===== config.mk =====
export PLATFORM = sky130hd
export DESIGN_NAME = crc32_framed_packet_builder
export DESIGN_NICKNAME = d
export VERILOG_FILES = /design/src/sv/cfpb_pkg.sv /design/src/sv/cfpb_emit.sv /design/src/sv/cfpb_out.sv /design/src/sv/crc32_framed_packet_builder.sv
export SDC_FILE = /design/constraint.sdc
export NUM_CORES = 1
export LEC_CHECK = 0
export BUFFER_PORTS_ARGS = -buffer_cell sky130_fd_sc_hd__buf_2
export CELL_PAD_IN_SITES_DETAIL_PLACEMENT = 1
export CELL_PAD_IN_SITES_GLOBAL_PLACEMENT = 2
export CORE_MARGIN = 2
export CORE_UTILIZATION = 40
export CTS_CLUSTER_SIZE = 25
export DETAILED_ROUTE_END_ITERATION = 16
export GPL_TIMING_DRIVEN = 0
export PLACE_DENSITY = 0.78
export SLEW_MARGIN = 15
export SYNTH_ARGS = -nofsm -noshare
export SYNTH_HDL_FRONTEND = slang
export SYNTH_SLANG_ARGS = --single-unit

===== constraint.sdc =====
create_clock -name clk -period 7.9 [get_ports clk]
set_clock_uncertainty 0.1 [all_clocks]
set_input_delay 0.79 -clock clk [delete_from_list [all_inputs] [get_ports clk]]
set_output_delay 0.79 -clock clk [all_outputs]
set_load 0.01 [all_outputs]

===== src/sv/cfpb_pkg.sv =====
`default_nettype none
package cfpb_pkg;

  // crc32 generator polynomial, msb first, zero start, no final xor
  localparam logic [31:0] CRC_POLY = 32'h04C1_1DB7;

  // sync pattern at the head of every frame
  localparam logic [7:0] SYNC_0 = 8'h55;
  localparam logic [7:0] SYNC_1 = 8'h66;
  localparam logic [7:0] SYNC_2 = 8'hAA;
  localparam logic [7:0] SYNC_3 = 8'hBB;

  // highest legal control value
  localparam logic [7:0] CTRL_MAX = 8'd3;

  // byte positions within one item's output run
  localparam int unsigned IDX_W       = 5;
  localparam logic [IDX_W-1:0] POS_HCRC_0 = 5'd12;
  localparam logic [IDX_W-1:0] POS_HCRC_1 = 5'd13;
  localparam logic [IDX_W-1:0] POS_HCRC_2 = 5'd14;
  localparam logic [IDX_W-1:0] POS_HDR_END = 5'd15;
  localparam logic [IDX_W-1:0] POS_HDR_LEN = 5'd16;
  localparam logic [1:0]       TRL_LAST    = 2'd3;

  // one input item
  typedef struct packed {
    logic        mode;
    logic [7:0]  control;
    logic [15:0] sequence_req;
    logic [7:0]  command;
    logic [15:0] pay_len;
    logic [7:0]  payload_byte;
  } cfpb_item_t;

  // one result byte with its markers
  typedef struct packed {
    logic [7:0] out_byte;
    logic       run_end;
    logic       frame_end;
    logic       rejected;
  } cfpb_res_t;

  // fold one byte into the crc, msb first
  function automatic logic [31:0] crc_byte(input logic [31:0] crc_in, input logic [7:0] b);
    logic [31:0] c;
    c = crc_in ^ {b, 24'h0};
    for (int k = 0; k < 8; k++) begin
      c = c[31] ? ({c[30:0], 1'b0} ^ CRC_POLY) : {c[30:0], 1'b0};
    end
    return c;
  endfunction

endpackage
`default_nettype wire


===== src/sv/cfpb_emit.sv =====
`default_nettype none
module cfpb_emit #(
  parameter int unsigned MAX_PAYLOAD = 4096
) (
  input  wire logic                clk,
  input  wire logic                rst_n,
  input  wire logic                item_valid,
  input  wire cfpb_pkg::cfpb_item_t item,
  output logic                     item_ready,
  input  wire logic                slot_free,
  output logic                     res_valid,
  output cfpb_pkg::cfpb_res_t      res
);
  import cfpb_pkg::*;

  localparam logic [15:0] MAX_LEN = 16'(MAX_PAYLOAD);

  // current item and its progress
  cfpb_item_t       cur_r;
  logic             cur_vld_r;
  logic [IDX_W-1:0] idx_r;

  // frame state
  logic        frame_open_r;
  logic [15:0] bytes_left_r;
  logic [31:0] crc_r;
  logic [31:0] hcrc_r;

  logic        rej;
  logic        ignore;
  logic        go;
  logic        last;
  logic        fold;
  logic        trl;
  logic [1:0]  tpos;
  logic [7:0]  hdr_byte;
  logic [7:0]  byte_val;
  logic [31:0] crc_base;
  logic [31:0] crc_fold;

  assign rej    = (cur_r.control > CTRL_MAX) || (cur_r.pay_len > MAX_LEN);
  assign ignore = cur_r.mode && !frame_open_r;
  assign go     = cur_vld_r && (ignore || slot_free);

  // header byte by position
  always_comb begin
    case (idx_r[3:0])
      4'd0:            hdr_byte = SYNC_0;
      4'd1:            hdr_byte = SYNC_1;
      4'd2:            hdr_byte = SYNC_2;
      4'd3:            hdr_byte = SYNC_3;
      4'd4:            hdr_byte = cur_r.control;
      4'd5:            hdr_byte = cur_r.pay_len[7:0];
      4'd6:            hdr_byte = cur_r.pay_len[15:8];
      4'd9:            hdr_byte = cur_r.sequence_req[7:0];
      4'd10:           hdr_byte = cur_r.sequence_req[15:8];
      4'd11:           hdr_byte = cur_r.command;
      POS_HCRC_0[3:0]: hdr_byte = crc_r[7:0];
      POS_HCRC_1[3:0]: hdr_byte = hcrc_r[15:8];
      POS_HCRC_2[3:0]: hdr_byte = hcrc_r[23:16];
      POS_HDR_END[3:0]: hdr_byte = hcrc_r[31:24];
      default:         hdr_byte = 8'h00;
    endcase
  end

  // byte selection and run markers
  always_comb begin
    tpos     = cur_r.mode ? 2'(idx_r[1:0] - 2'd1) : idx_r[1:0];
    trl      = 1'b0;
    fold     = 1'b0;
    last     = 1'b0;
    byte_val = 8'h00;
    if (!cur_r.mode) begin
      if (rej) begin
        last = 1'b1;
      end else if (idx_r < POS_HDR_LEN) begin
        byte_val = hdr_byte;
        fold     = 1'b1;
        last     = (idx_r == POS_HDR_END) && (cur_r.pay_len != 16'd0);
      end else begin
        trl = 1'b1;
      end
    end else if (idx_r == '0) begin
      byte_val = cur_r.payload_byte;
      fold     = 1'b1;
      last     = (bytes_left_r != 16'd1);
    end else begin
      trl = 1'b1;
    end
    if (trl) begin
      byte_val = crc_r[8*tpos +: 8];
      last     = (tpos == TRL_LAST);
    end
    crc_base = (!cur_r.mode && idx_r == '0) ? 32'h0 : crc_r;
    crc_fold = crc_byte(crc_base, byte_val);
  end

  assign item_ready    = !cur_vld_r || (go && (last || ignore));
  assign res_valid     = go && !ignore;
  assign res.out_byte  = byte_val;
  assign res.run_end   = last;
  assign res.frame_end = trl && last;
  assign res.rejected  = !cur_r.mode && rej;

  // item holding register
  always_ff @(posedge clk) begin
    if (!rst_n) begin
      cur_vld_r <= 1'b0;
    end else if (item_valid && item_ready) begin
      cur_vld_r <= 1'b1;
    end else if (go && (last || ignore)) begin
      cur_vld_r <= 1'b0;
    end
    if (item_valid && item_ready) begin
      cur_r <= item;
    end
  end

  // sequencer and frame state
  always_ff @(posedge clk) begin
    if (!rst_n) begin
      idx_r        <= '0;
      frame_open_r <= 1'b0;
      bytes_left_r <= 16'd0;
      crc_r        <= 32'h0;
    end else if (go && !ignore) begin
      idx_r <= last ? '0 : IDX_W'(idx_r + 1'b1);
      if (!cur_r.mode && rej) begin
        frame_open_r <= 1'b0;
        bytes_left_r <= 16'd0;
        crc_r        <= 32'h0;
      end else if (fold) begin
        crc_r <= crc_fold;
        if (!cur_r.mode && idx_r == '0) begin
          frame_open_r <= 1'b0;
          bytes_left_r <= 16'd0;
        end
        if (!cur_r.mode && last) begin
          frame_open_r <= 1'b1;
          bytes_left_r <= cur_r.pay_len;
        end
        if (cur_r.mode) begin
          bytes_left_r <= 16'(bytes_left_r - 16'd1);
        end
      end else if (trl && last) begin
        frame_open_r <= 1'b0;
        bytes_left_r <= 16'd0;
        crc_r        <= 32'h0;
      end
    end
  end

  // snapshot of the header crc while its bytes go out
  always_ff @(posedge clk) begin
    if (go && !ignore && !cur_r.mode && idx_r == POS_HCRC_0) begin
      hcrc_r <= crc_r;
    end
  end

endmodule
`default_nettype wire


===== src/sv/cfpb_out.sv =====
`default_nettype none
module cfpb_out (
  input  wire logic               clk,
  input  wire logic               rst_n,
  input  wire logic               res_valid,
  input  wire cfpb_pkg::cfpb_res_t res,
  output logic                    slot_free,
  output logic                    out_tvalid,
  input  wire logic               out_tready,
  output logic [7:0]              out_tdata,
  output logic                    out_tlast,
  output logic [1:0]              out_tuser
);
  import cfpb_pkg::*;

  logic      vld_r;
  cfpb_res_t res_r;

  assign slot_free = !vld_r || out_tready;

  // result register
  always_ff @(posedge clk) begin
    if (!rst_n) begin
      vld_r <= 1'b0;
    end else if (slot_free) begin
      vld_r <= res_valid;
    end
    if (slot_free && res_valid) begin
      res_r <= res;
    end
  end

  assign out_tvalid = vld_r;
  assign out_tdata  = res_r.out_byte;
  assign out_tlast  = res_r.run_end;
  assign out_tuser  = {res_r.rejected, res_r.frame_end};

endmodule
`default_nettype wire


===== src/sv/crc32_framed_packet_builder.sv =====
`default_nettype none
// Framed packet builder: a start transfer (in_tuser = 0) yields a 16-byte header
// (sync 55 66 AA BB, control, 32-bit length, 16-bit sequence, command, header
// crc32) and, for a zero length, the 4-byte frame crc32 straight after; a
// payload transfer (in_tuser = 1) yields its byte, plus the 4-byte frame crc32
// when it is the last one. A start with control above 3 or length above
// MAX_PAYLOAD yields one byte flagged rejected. Bytes leave at one per cycle
// while out_tready allows, through a single output register; an item yields
// 1 byte for a payload byte or a rejection, 5 for a closing payload byte, 16
// or 20 for a start; a payload transfer with no open frame is dropped with no
// output. The next item is taken in the cycle its predecessor's last byte is
// produced, so payload streams at one byte per cycle unless out_tready stalls
// it. Crc32 uses polynomial 04C11DB7, zero start, msb first, no reflection,
// no final xor, and all multi-byte fields are little-endian.
module crc32_framed_packet_builder #(
  parameter int unsigned MAX_PAYLOAD = 4096
) (
  input  wire logic        clk,
  input  wire logic        rst_n,
  input  wire logic        in_tvalid,
  output logic             in_tready,
  // control[7:0], sequence_req[23:8], command[31:24], pay_len[47:32],
  // payload_byte[55:48]
  input  wire logic [55:0] in_tdata,
  // mode[0]
  input  wire logic [0:0]  in_tuser,
  output logic             out_tvalid,
  input  wire logic        out_tready,
  // out_byte[7:0]
  output logic [7:0]       out_tdata,
  // run_end
  output logic             out_tlast,
  // frame_end[0], rejected[1]
  output logic [1:0]       out_tuser
);
  import cfpb_pkg::*;

  cfpb_item_t item;
  cfpb_res_t  res;
  logic       res_valid;
  logic       slot_free;

  // unpack the input transfer
  assign item.mode           = in_tuser[0];
  assign item.control        = in_tdata[7:0];
  assign item.sequence_req   = in_tdata[23:8];
  assign item.command        = in_tdata[31:24];
  assign item.pay_len        = in_tdata[47:32];
  assign item.payload_byte   = in_tdata[55:48];

  cfpb_emit #(
    .MAX_PAYLOAD(MAX_PAYLOAD)
  ) u_emit (
    .clk       (clk),
    .rst_n     (rst_n),
    .item_valid(in_tvalid),
    .item      (item),
    .item_ready(in_tready),
    .slot_free (slot_free),
    .res_valid (res_valid),
    .res       (res)
  );

  cfpb_out u_out (
    .clk       (clk),
    .rst_n     (rst_n),
    .res_valid (res_valid),
    .res       (res),
    .slot_free (slot_free),
    .out_tvalid(out_tvalid),
    .out_tready(out_tready),
    .out_tdata (out_tdata),
    .out_tlast (out_tlast),
    .out_tuser (out_tuser)
  );

  // a rejection is a lone zero byte that closes its run
  a_reject_form : assert property (@(posedge clk) disable iff (!rst_n)
    out_tvalid && out_tuser[1] |-> out_tlast && out_tdata == 8'h00 && !out_tuser[0])
    else $error("rejected result malformed");

  // the frame crc always closes the run of its item
  a_frame_end_last : assert property (@(posedge clk) disable iff (!rst_n)
    out_tvalid && out_tuser[0] |-> out_tlast)
    else $error("frame end without run end");

  // nothing leaves straight after reset
  a_reset_quiet : assert property (@(posedge clk)
    !rst_n |=> !out_tvalid)
    else $error("output valid after reset");

endmodule
`default_nettype wire

# Yosys cells after proc, flatten, opt, wreduce, memory -nomap -nowiden
# Index checks and enable logic that the tools add are counted.
dict set report word_totals {
  inputBits 61
  romBits 0
  word_cells 129
  latch_bits 0
  regBits 156
  mem_bits_rw 0
  memories 0
  output_inout_bits 13
}
dict set report classes {
  eq_ne 19
  reduce_logical 31
  shift 1
  add_sub_neg 3
  bitwise_logic 9
  order_cmp 3
  n_mux 46
  multipliers 0
  div_mod_pow 0
}
# cell count
set ops {}
lappend ops {{$mux W27} 8}
lappend ops {{$mux W32} 4}
lappend ops {{$not A14 Y14} 8}
lappend ops {{$pmux W8 S14} 1}
lappend ops {{$mux W16} 6}
lappend ops {{$mux W8} 5}
lappend ops {{$shiftx A32 B6 Y8} 1}
lappend ops {{$xor A32 B32 Y32} 1}
lappend ops {{$eq A4 B4 Y1 const B} 7}
lappend ops {{$mux W1} 20}
lappend ops {{$gt A16 B13 Y1 const B} 1}
lappend ops {{$ne A16 B1 Y1 const B} 1}
lappend ops {{$reduce_bool A16 Y1} 1}
lappend ops {{$sub A16 B1 Y16 const B} 1}
lappend ops {{$logic_and A1 B1 Y1} 13}
lappend ops {{$eq A4 B3 Y1 const B} 3}
lappend ops {{$eq A5 B4 Y1 const B} 2}
lappend ops {{$eq A4 B2 Y1 const B} 2}
lappend ops {{$gt A8 B2 Y1 const B} 1}
lappend ops {{$reduce_and A3 Y1} 2}
lappend ops {{$add A5 B1 Y5 const B} 1}
lappend ops {{$logic_not A1 Y1} 5}
lappend ops {{$logic_not A5 Y1} 1}
lappend ops {{$logic_or A1 B1 Y1} 5}
lappend ops {{12 further kinds} 12}

# Logic depth before layout (Yosys ltp)
# Gate-level depths: netlist of run 1.
dict set report logic_depth {
  word_depth 25
  mapped_depth 15
  ltp_nobuf 12
}

# Hierarchy
# Synthesis of run 1 repeated with hierarchy kept, for this count alone.
dict set report unflattened {
  hier_cells 707
  hier_area_um2 7947.6
}
# module cells_per_inst n_inst area_each_um2
set modules_own_cells {}
lappend modules_own_cells {cfpb_emit 691 1 7559.8}
lappend modules_own_cells {cfpb_out 16 1 387.9}

# Least setup slack after synthesis of run 1
# Ideal clock, no wire load.
dict set report synth_path {
  path_type {reg-to-reg}
  from {reg u_emit.idx_r[0]}
  to {reg u_emit.cur_r[0] (netlist name) (enable)}
  path_stages_with_launch 13
  period_less_slack_ps 5520
  required_ps 7322
  setup_ps 478
  arrival_time_ps 4942
  setup_slack_ps 2380
  path_buffers 3
  path_cell_list {dfxtp_1 inv_1 ha_1 nand2b_1 nand2_4 buf_6 nand2_1 nor3_1 o21bai_1 clkbuf_1 buf_1 a21oi_1 nor2b_1}
}
# item line_no
set synth_lines {}
lappend synth_lines {{start, declared} cfpb_emit.sv:21} ;# logic [IDX_W-1:0] idx_r;
lappend synth_lines {{start signal, assigned} cfpb_emit.sv:127} ;# idx_r <= last ? '0 : IDX_W'(idx_r + 1'b1);
lappend synth_lines {{end signal, assigned} cfpb_emit.sv:115} ;# cur_r <= item;
lappend synth_lines {{end, declared} cfpb_emit.sv:19} ;# cfpb_item_t cur_r;

==> results.py, run 1 <==
metrics = {
    "routing": {
        "wirelength_um": 26500,
        "drt-initial-drc-count": 474,
        "drt_first_pass_iters": 7,
        "drc": 0,
        "wl_per_cell_um": 24.0,
        "ant_nets": 0,
        "post_drt_via_cell_ratio": 5.66,
        "num_vias": 6259,
    },
    "placed_design": {
        "port_buffers": 73,
        "hpwl_um": 20000,
        "placed_area_um2": 8820,
        "dp_cells": 1074,
        "gp_congestion": 0.894,
    },
    "hold_path": {
        "hp-class": "reg -> reg",
        "hold_depth": 2,
    },
    "sta": {
        "fmax_mhz": 195,
        "drv_slew": 0,
        "min_period_ns": 5.14,
        "tightest_slew_ns": 0.824,
        "setup_viol": 0,
        "rsz0062_at_grt": "false",
        "hold_viol_final": 0,
        "min_period_over_period_pct": 65.0,
        "max_slew_margin_pct": 44.9,
        "finalSetupTns_ns": 0,
    },
    "synth": {
        "yosys.cell_types.count": 84,
        "syn_avg_cell_area_um2": 11.0,
        "synth_common_cells": "nand2_1, edfxtp_1, dfxtp_1, a22oi_1, xnor2_1",
        "synth_area_um2": 8080,
        "synth_top_area_share_pct": 34.2,
        "ys_seq_area_share_pct": 48.1,
        "synthMostInstantiatedCell": "nand2_1",
        "yosysWarnings": 0,
        "synth_edf_count": 92,
        "ys.flop_type": "edfxtp_1",
        "synth_fp_nets": 801,
        "synth_top_cell_by_area": "edfxtp_1",
        "ys_seq_elements": 148,
        "async_reset_ff_share_pct": 0,
        "yosys-top-cells-area": "edfxtp_1, dfxtp_1, nand2_1",
        "syn_inst": 733,
    },
    "grt": {
        "grt_pass1_vias": 6618,
        "antenna_found_initial": 0,
        "grt_max_degree": 34,
        "grt_pass1_wl_um": 40900,
        "track_usage_pct": 25.5,
        "grt_overflow_total": 0,
    },
    "floorplan": {
        "rows": 51,
        "die_w_um": 146,
        "io_pins": 74,
        "dieHeight_um": 146,
        "core_um2": 19700,
        "dieArea_um2": 21300,
        "initial_core_util_pct": 41.1,
    },
    "clock_tree": {
        "htreeDepth": 4,
        "clk_pin_slew_ns": 0.07,
        "cts_buffers": 17,
        "post_cts.repair.setup_buffers": 0,
        "post_cts_resized": 0,
        "holdBufCountCts": 0,
        "clockBufferDepth": 2,
        "clock_tree.root_cell": "clkbuf_16",
        "clock_sinks": 148,
        "clk_latency_ns": 0.44,
        "cts_tree": "built",
    },
    "run": {
        "maxCapViolations": 0,
    },
    "cells_and_area": {
        "fillCellCount": 2206,
        "drive_gt1_share_pct": 22.2,
        "antennaDiodeCount": 0,
        "num-nets-final": 896,
        "instances_no_fill": 1106,
        "stdcell_area_um2": 9400,
        "areaGrowthSynthToFinish_pct": 16.4,
    },
    "critical_path": {
        "worstPathArrival_ns": 4.25,
        "worstPathRequired_ns": 7.01,
        "reg2regPathDepth": 13,
        "cp_max_fo": 10,
        "crit_type": "reg -> out",
        "crit_path_end_kind": "primary output",
        "start_kind": "register",
    },
    "run_status": {
        "outcome": "complete, no violations",
    },
    "power": {
        "fin_total_pwr_mw": 1.92,
        "max-vdd-ir-drop_mv": 0.127,
        "p_per_area_nw_per_um2": 204,
        "p_leak_nw": 3.30,
    },
}
[per-layer routing]
layer  global-route usage [%]  part of all wire, %  up-vias
met1                     32.7                   43     3176
met5                        0                    0        -
met2                     43.5                   50      161
met3                     4.47                  4.0       44
li1                         -                    -     2878
met4                     9.03                  3.0        0
[final timing paths]
| path | startpoint | end | slack [ns] |
|---|---|---|---|
| setup reg to reg | u_emit.idx_r[1]$_SDFFE_PN0P_ | u_emit.cur_r[56]$_DFFE_PP_ | 2.86 |
| setup / recovery | u_emit.idx_r[1]$_SDFFE_PN0P_ | in_tready | 2.76 |
| hold / removal | u_emit.frame_open_r$_SDFFE_PN0P_ | u_emit.frame_open_r$_SDFFE_PN0P_ | 0.38 |
| hold reg to reg | u_emit.frame_open_r$_SDFFE_PN0P_ | u_emit.frame_open_r$_SDFFE_PN0P_ | 0.38 |
[cell families after synthesis]
family,count (synthesis),share of synthesized area (%)
simple gates,238,15.6
compound gates,181,17.0
flops,148,48.1
xor+xnor,82,11.6
buf+inv,58,3.72
mux,19,2.83
fa+ha+maj,7,1.08
[critical path, stage by stage, from the launching register on]
cell and delay [ns]:
dfxtp_1 0.56, ha_1 0.34, clkbuf_1 0.45, and3_1 0.25, ha_1 0.15, a21oi_1 0.06, nor2_1 0.12, o22ai_1 0.12
o21bai_1 0.20, clkbuf_1 0.47, buf_1 0.58, a21oi_1 0.27, inv_1 0.09, buf_2 0.13
[sequential cells by signal, summed over array words and instances, names as in the netlist]
name and count:
u_emit.frame_open_r 1, u_emit.hcrc_r 24, u_out.out_tuser 2, u_emit.bytes_left_r 16, u_emit.crc_r 32, u_out.out_tvalid 1
u_emit.cur_r 57, u_out.out_tlast 1, u_out.out_tdata 8, u_emit.idx_r 5, u_emit.cur_vld_r 1
[per-stage QoR]
stage          util [%]  worst slack [ns]  hold WS (ns)
2_1_floorplan         -              2.38         0.346
3_5_place_dp       44.9              2.85         0.379
4_1_cts            47.8              2.73         0.388
3_3_place_gp       44.6             0.339         0.370
6_report           47.8              2.76         0.382
5_1_grt            47.8              2.47         0.407
[where the power goes]
| part | internal (mW) | switching, mW | total [mW] |
|---|---|---|---|
| clock network | 0.443 | 0.365 | 0.809 |
| logic | 0.0995 | 0.138 | 0.237 |
| registers | 0.848 | 0.0270 | 0.875 |
| total | 1.39 | 0.530 | 1.92 |
[cells in the final DEF, fill, tap and decap left out, types with 7 or more instances in the layout]
cell,synthesis,final
nand2_1,98,98
edfxtp_1,92,92
buf_2,15,88
dfxtp_1,56,56
a22oi_1,36,36
xnor2_1,34,34
o21ai_0,33,33
nor2_1,30,30
xor2_1,29,29
nor2b_1,29,28
clkbuf_1,19,19
a21oi_1,17,17
o21ai_1,17,17
nand3_1,17,17
clkbuf_16,0,17
mux2i_1,15,15
nor3_1,12,11
inv_1,11,11
a211oi_1,10,10
xnor2_2,8,8
a221o_1,8,8
nand2b_1,7,7
buf_6,6,7
ha_1,7,7
[cell type report]
cell class | instances | area [um2] | area share (%)
buffer | 46 | 255 | 2.72
clock buffer | 17 | 425 | 4.53
clock inverter | 15 | 148 | 1.57
inverter | 12 | 45.0 | 0.479
multi-input combinational | 527 | 3910 | 41.6
sequential | 148 | 3880 | 41.3
tap | 265 | 332 | 3.53
timing repair buffer | 76 | 404 | 4.30
Power figures use the tool's default switching activity.
==> run 2, diff against run 1 <==
==> constraint.sdc (replaced) <==
create_clock -name clk -period 5.3 [get_ports clk]
set_clock_uncertainty 0.1 [all_clocks]
set_input_delay 0.53 -clock clk [delete_from_list [all_inputs] [get_ports clk]]
set_output_delay 0.53 -clock clk [all_outputs]
set_load 0.01 [all_outputs]
==> run 2 against run 1 <==
Effect of this change: register-to-register slack got worse by 2.5 ns; final area rose by 0.20%; global-route usage fell by 0.13 points; worst hold slack got worse by 0.22 ns; count of clock-buffer cells in the layout did not move; final cell count rose by 0.18%; first-iteration DRC count rose by 6.1%; core utilization rose by 0.096 points; sequential power rose by 50%; power rose by 50%; via count rose by 0.21%; clock power rose by 51%.
==> results.py, run 2 (synthesis gave the netlist of run 1 again) <==
metrics = {
    "critical_path": {
        "worstPathArrival_ns": 4.42,
        "cpPeakStageDelay_ns": 0.59,
        "start_kind": "register",
        "path_buf_inv": 5,
        "crit_type": "reg -> out",
        "worstPathRequired_ns": 4.67,
        "path_delay_family": "buffers and inverters",
        "crit_chain": "ha_1 -> clkbuf_1 -> and3_1 -> ha_1 -> a21oi_1 -> nor2_1 -> o22ai_1 -> o21bai_1 -> clkbuf_1 -> buf_1 -> a21oi_1 -> inv_1 -> buf_2",
        "crit_path_end_kind": "primary output",
        "cp_slowest_cell": "buf_1",
        "cp_max_fo": 10,
    },
    "floorplan": {
        "initial_core_util_pct": 41.1,
        "io_pins": 74,
        "rows": 51,
        "dieArea_um2": 21300,
        "die_w_um": 146,
        "core_um2": 19700,
        "dieHeight_um": 146,
    },
    "clock_tree": {
        "htreeDepth": 4,
        "clock_sinks": 148,
        "clock_tree.root_cell": "clkbuf_16",
        "post_cts_resized": 0,
        "cts_buffers": 17,
        "clk_latency_ns": 0.43,
        "holdBufCountCts": 0,
        "cts_tree": "built",
        "clk_pin_slew_ns": 0.07,
        "post_cts.repair.setup_buffers": 0,
        "clockBufferDepth": 2,
    },
    "power": {
        "p_seq_share_pct": 45.3,
        "p_sw_uw": 801,
        "sw_frac_of_total_pct": 27.8,
        "power.share.clock_pct": 42.5,
        "internal-power_mw": 2.08,
        "p_leak_nw": 3.32,
        "comb_power_share_pct": 12.3,
        "max-vdd-ir-drop_mv": 0.242,
        "p_per_area_nw_per_um2": 306,
    },
    "sta": {
        "setup_viol": 0,
        "hold_viol_final": 0,
        "min_period_over_period_pct": 95.3,
        "drv_slew": 0,
        "max_slew_margin_pct": 46.4,
        "final.setup.worst_slack_ns": 0.247,
        "tightest_slew_ns": 0.799,
        "rsz0062_at_grt": "false",
        "min_period_ns": 5.05,
        "fmax_mhz": 198,
        "hold_slack_ns": 0.166,
        "finalSetupTns_ns": 0,
    },
    "routing": {
        "wl_per_cell_um": 24.3,
        "num_vias": 6272,
        "post_drt_via_cell_ratio": 5.66,
        "drt-initial-drc-count": 503,
        "drt_first_pass_iters": 5,
        "dr_wl_met2_um": 13200,
        "top_layer_used": "met4",
        "wl_met1_um": 11400,
        "drc": 0,
        "ant_nets": 0,
        "met3_length_um": 1140,
        "wirelength_um": 26900,
    },
    "cells_and_area": {
        "largest_reg_flops": 57,
        "drive_gt1_share_pct": 22.4,
        "num-nets-final": 897,
        "top_register": "u_emit.cur_r",
        "top_regs": "u_emit.cur_r (57), u_emit.crc_r (32), u_emit.hcrc_r (24)",
        "areaGrowthSynthToFinish_pct": 16.6,
        "final_common_cell": "nand2_1",
        "instances_no_fill": 1108,
        "fin_util_pct": 47.9,
        "layout_common_cells": "nand2_1, edfxtp_1, buf_2",
    },
    "placed_design": {
        "hpwl_um": 20100,
        "port_buffers": 73,
        "gp_congestion": 0.882,
        "post-place-ws_ns": 0.207,
        "dp_cells": 1074,
    },
    "hold_path": {
        "hp-class": "in -> reg",
    },
    "grt": {
        "antenna_found_initial": 0,
        "track_usage_pct": 25.4,
        "grt_pass1_vias": 6672,
        "grt_pass1_wl_um": 40900,
        "grt_overflow_total": 0,
        "grt_max_degree": 34,
    },
    "run": {
        "maxCapViolations": 0,
    },
    "run_status": {
        "outcome": "complete, no violations",
    },
}
-- run 2: changes by cell type in the layout (fill, tap and decap cells not counted), sizes merged --
cell | previous run | this run
clkinv | 4 | 5
clkinvlp | 3 | 0
diode | 0 | 1
inv | 19 | 21
nor2b | 29 | 30
-- run 2: worst reg2reg max path: stages, from the launching register on --
cell      delay (ns)
dfxtp_1         0.55
ha_1            0.34
clkbuf_1        0.47
and3_1          0.26
ha_1            0.15
a21oi_1         0.07
nor2_1          0.13
o22ai_1         0.13
o21bai_1        0.21
clkbuf_1        0.52
buf_1           0.59
a21oi_1         0.34
nor2b_4         0.53
buf_12          0.28
-- run 2: final cells by class --
cell class              instances  area, um2
multi-input cells             528       3910
clock buffers                  17        425
repair buffers                 76        400
plain buffers                  46        255
fillers                      2179      10200
diodes                          1       2.50
inverters                      12       45.0
clock inverters                15        159
well taps                     265        332
flip-flops and latches        148       3880
-- run 2: metrics by stage --
| step | total power [mW] | area (um2) |
|---|---|---|
| floorplan | 1.56 | 8080 |
| global placement | 1.67 | 8780 |
| detailed placement | 1.68 | 8820 |
| CTS | 2.90 | 9410 |
| global route | 2.97 | 9410 |
| finish | 2.88 | 9420 |
-- run 2: path summary, 6_finish.rpt --
| kind | from | endpoint | slack (ns) | cells after the start |
|---|---|---|---|---|
| max | u_emit.idx_r[1]$_SDFFE_PN0P_ | in_tready | 0.25 | 13 |
| max reg2reg | u_emit.idx_r[1]$_SDFFE_PN0P_ | u_emit.cur_r[29]$_DFFE_PP_ | 0.32 | 13 |
| min | in_tdata[24] | u_emit.cur_r[24]$_DFFE_PP_ | 0.17 | 1 |
| min reg2reg | u_emit.frame_open_r$_SDFFE_PN0P_ | u_emit.frame_open_r$_SDFFE_PN0P_ | 0.39 | 2 |
-- run 2: per-layer routing --
layer,vias up,GRT usage (%)
met1,3145,32.0
li1,2894,-
met5,-,0
met2,175,43.2
met3,58,4.63
met4,0,10.1
-- run 2: power groups by stage --
stage | registers, mW | logic (mW) | clock network [mW]
floorplan | 1.31 | 0.253 | 0
global placement | 1.33 | 0.339 | 0
detailed placement | 1.33 | 0.352 | 0
CTS | 1.31 | 0.355 | 1.24
global route | 1.31 | 0.384 | 1.28
finish | 1.31 | 0.354 | 1.22
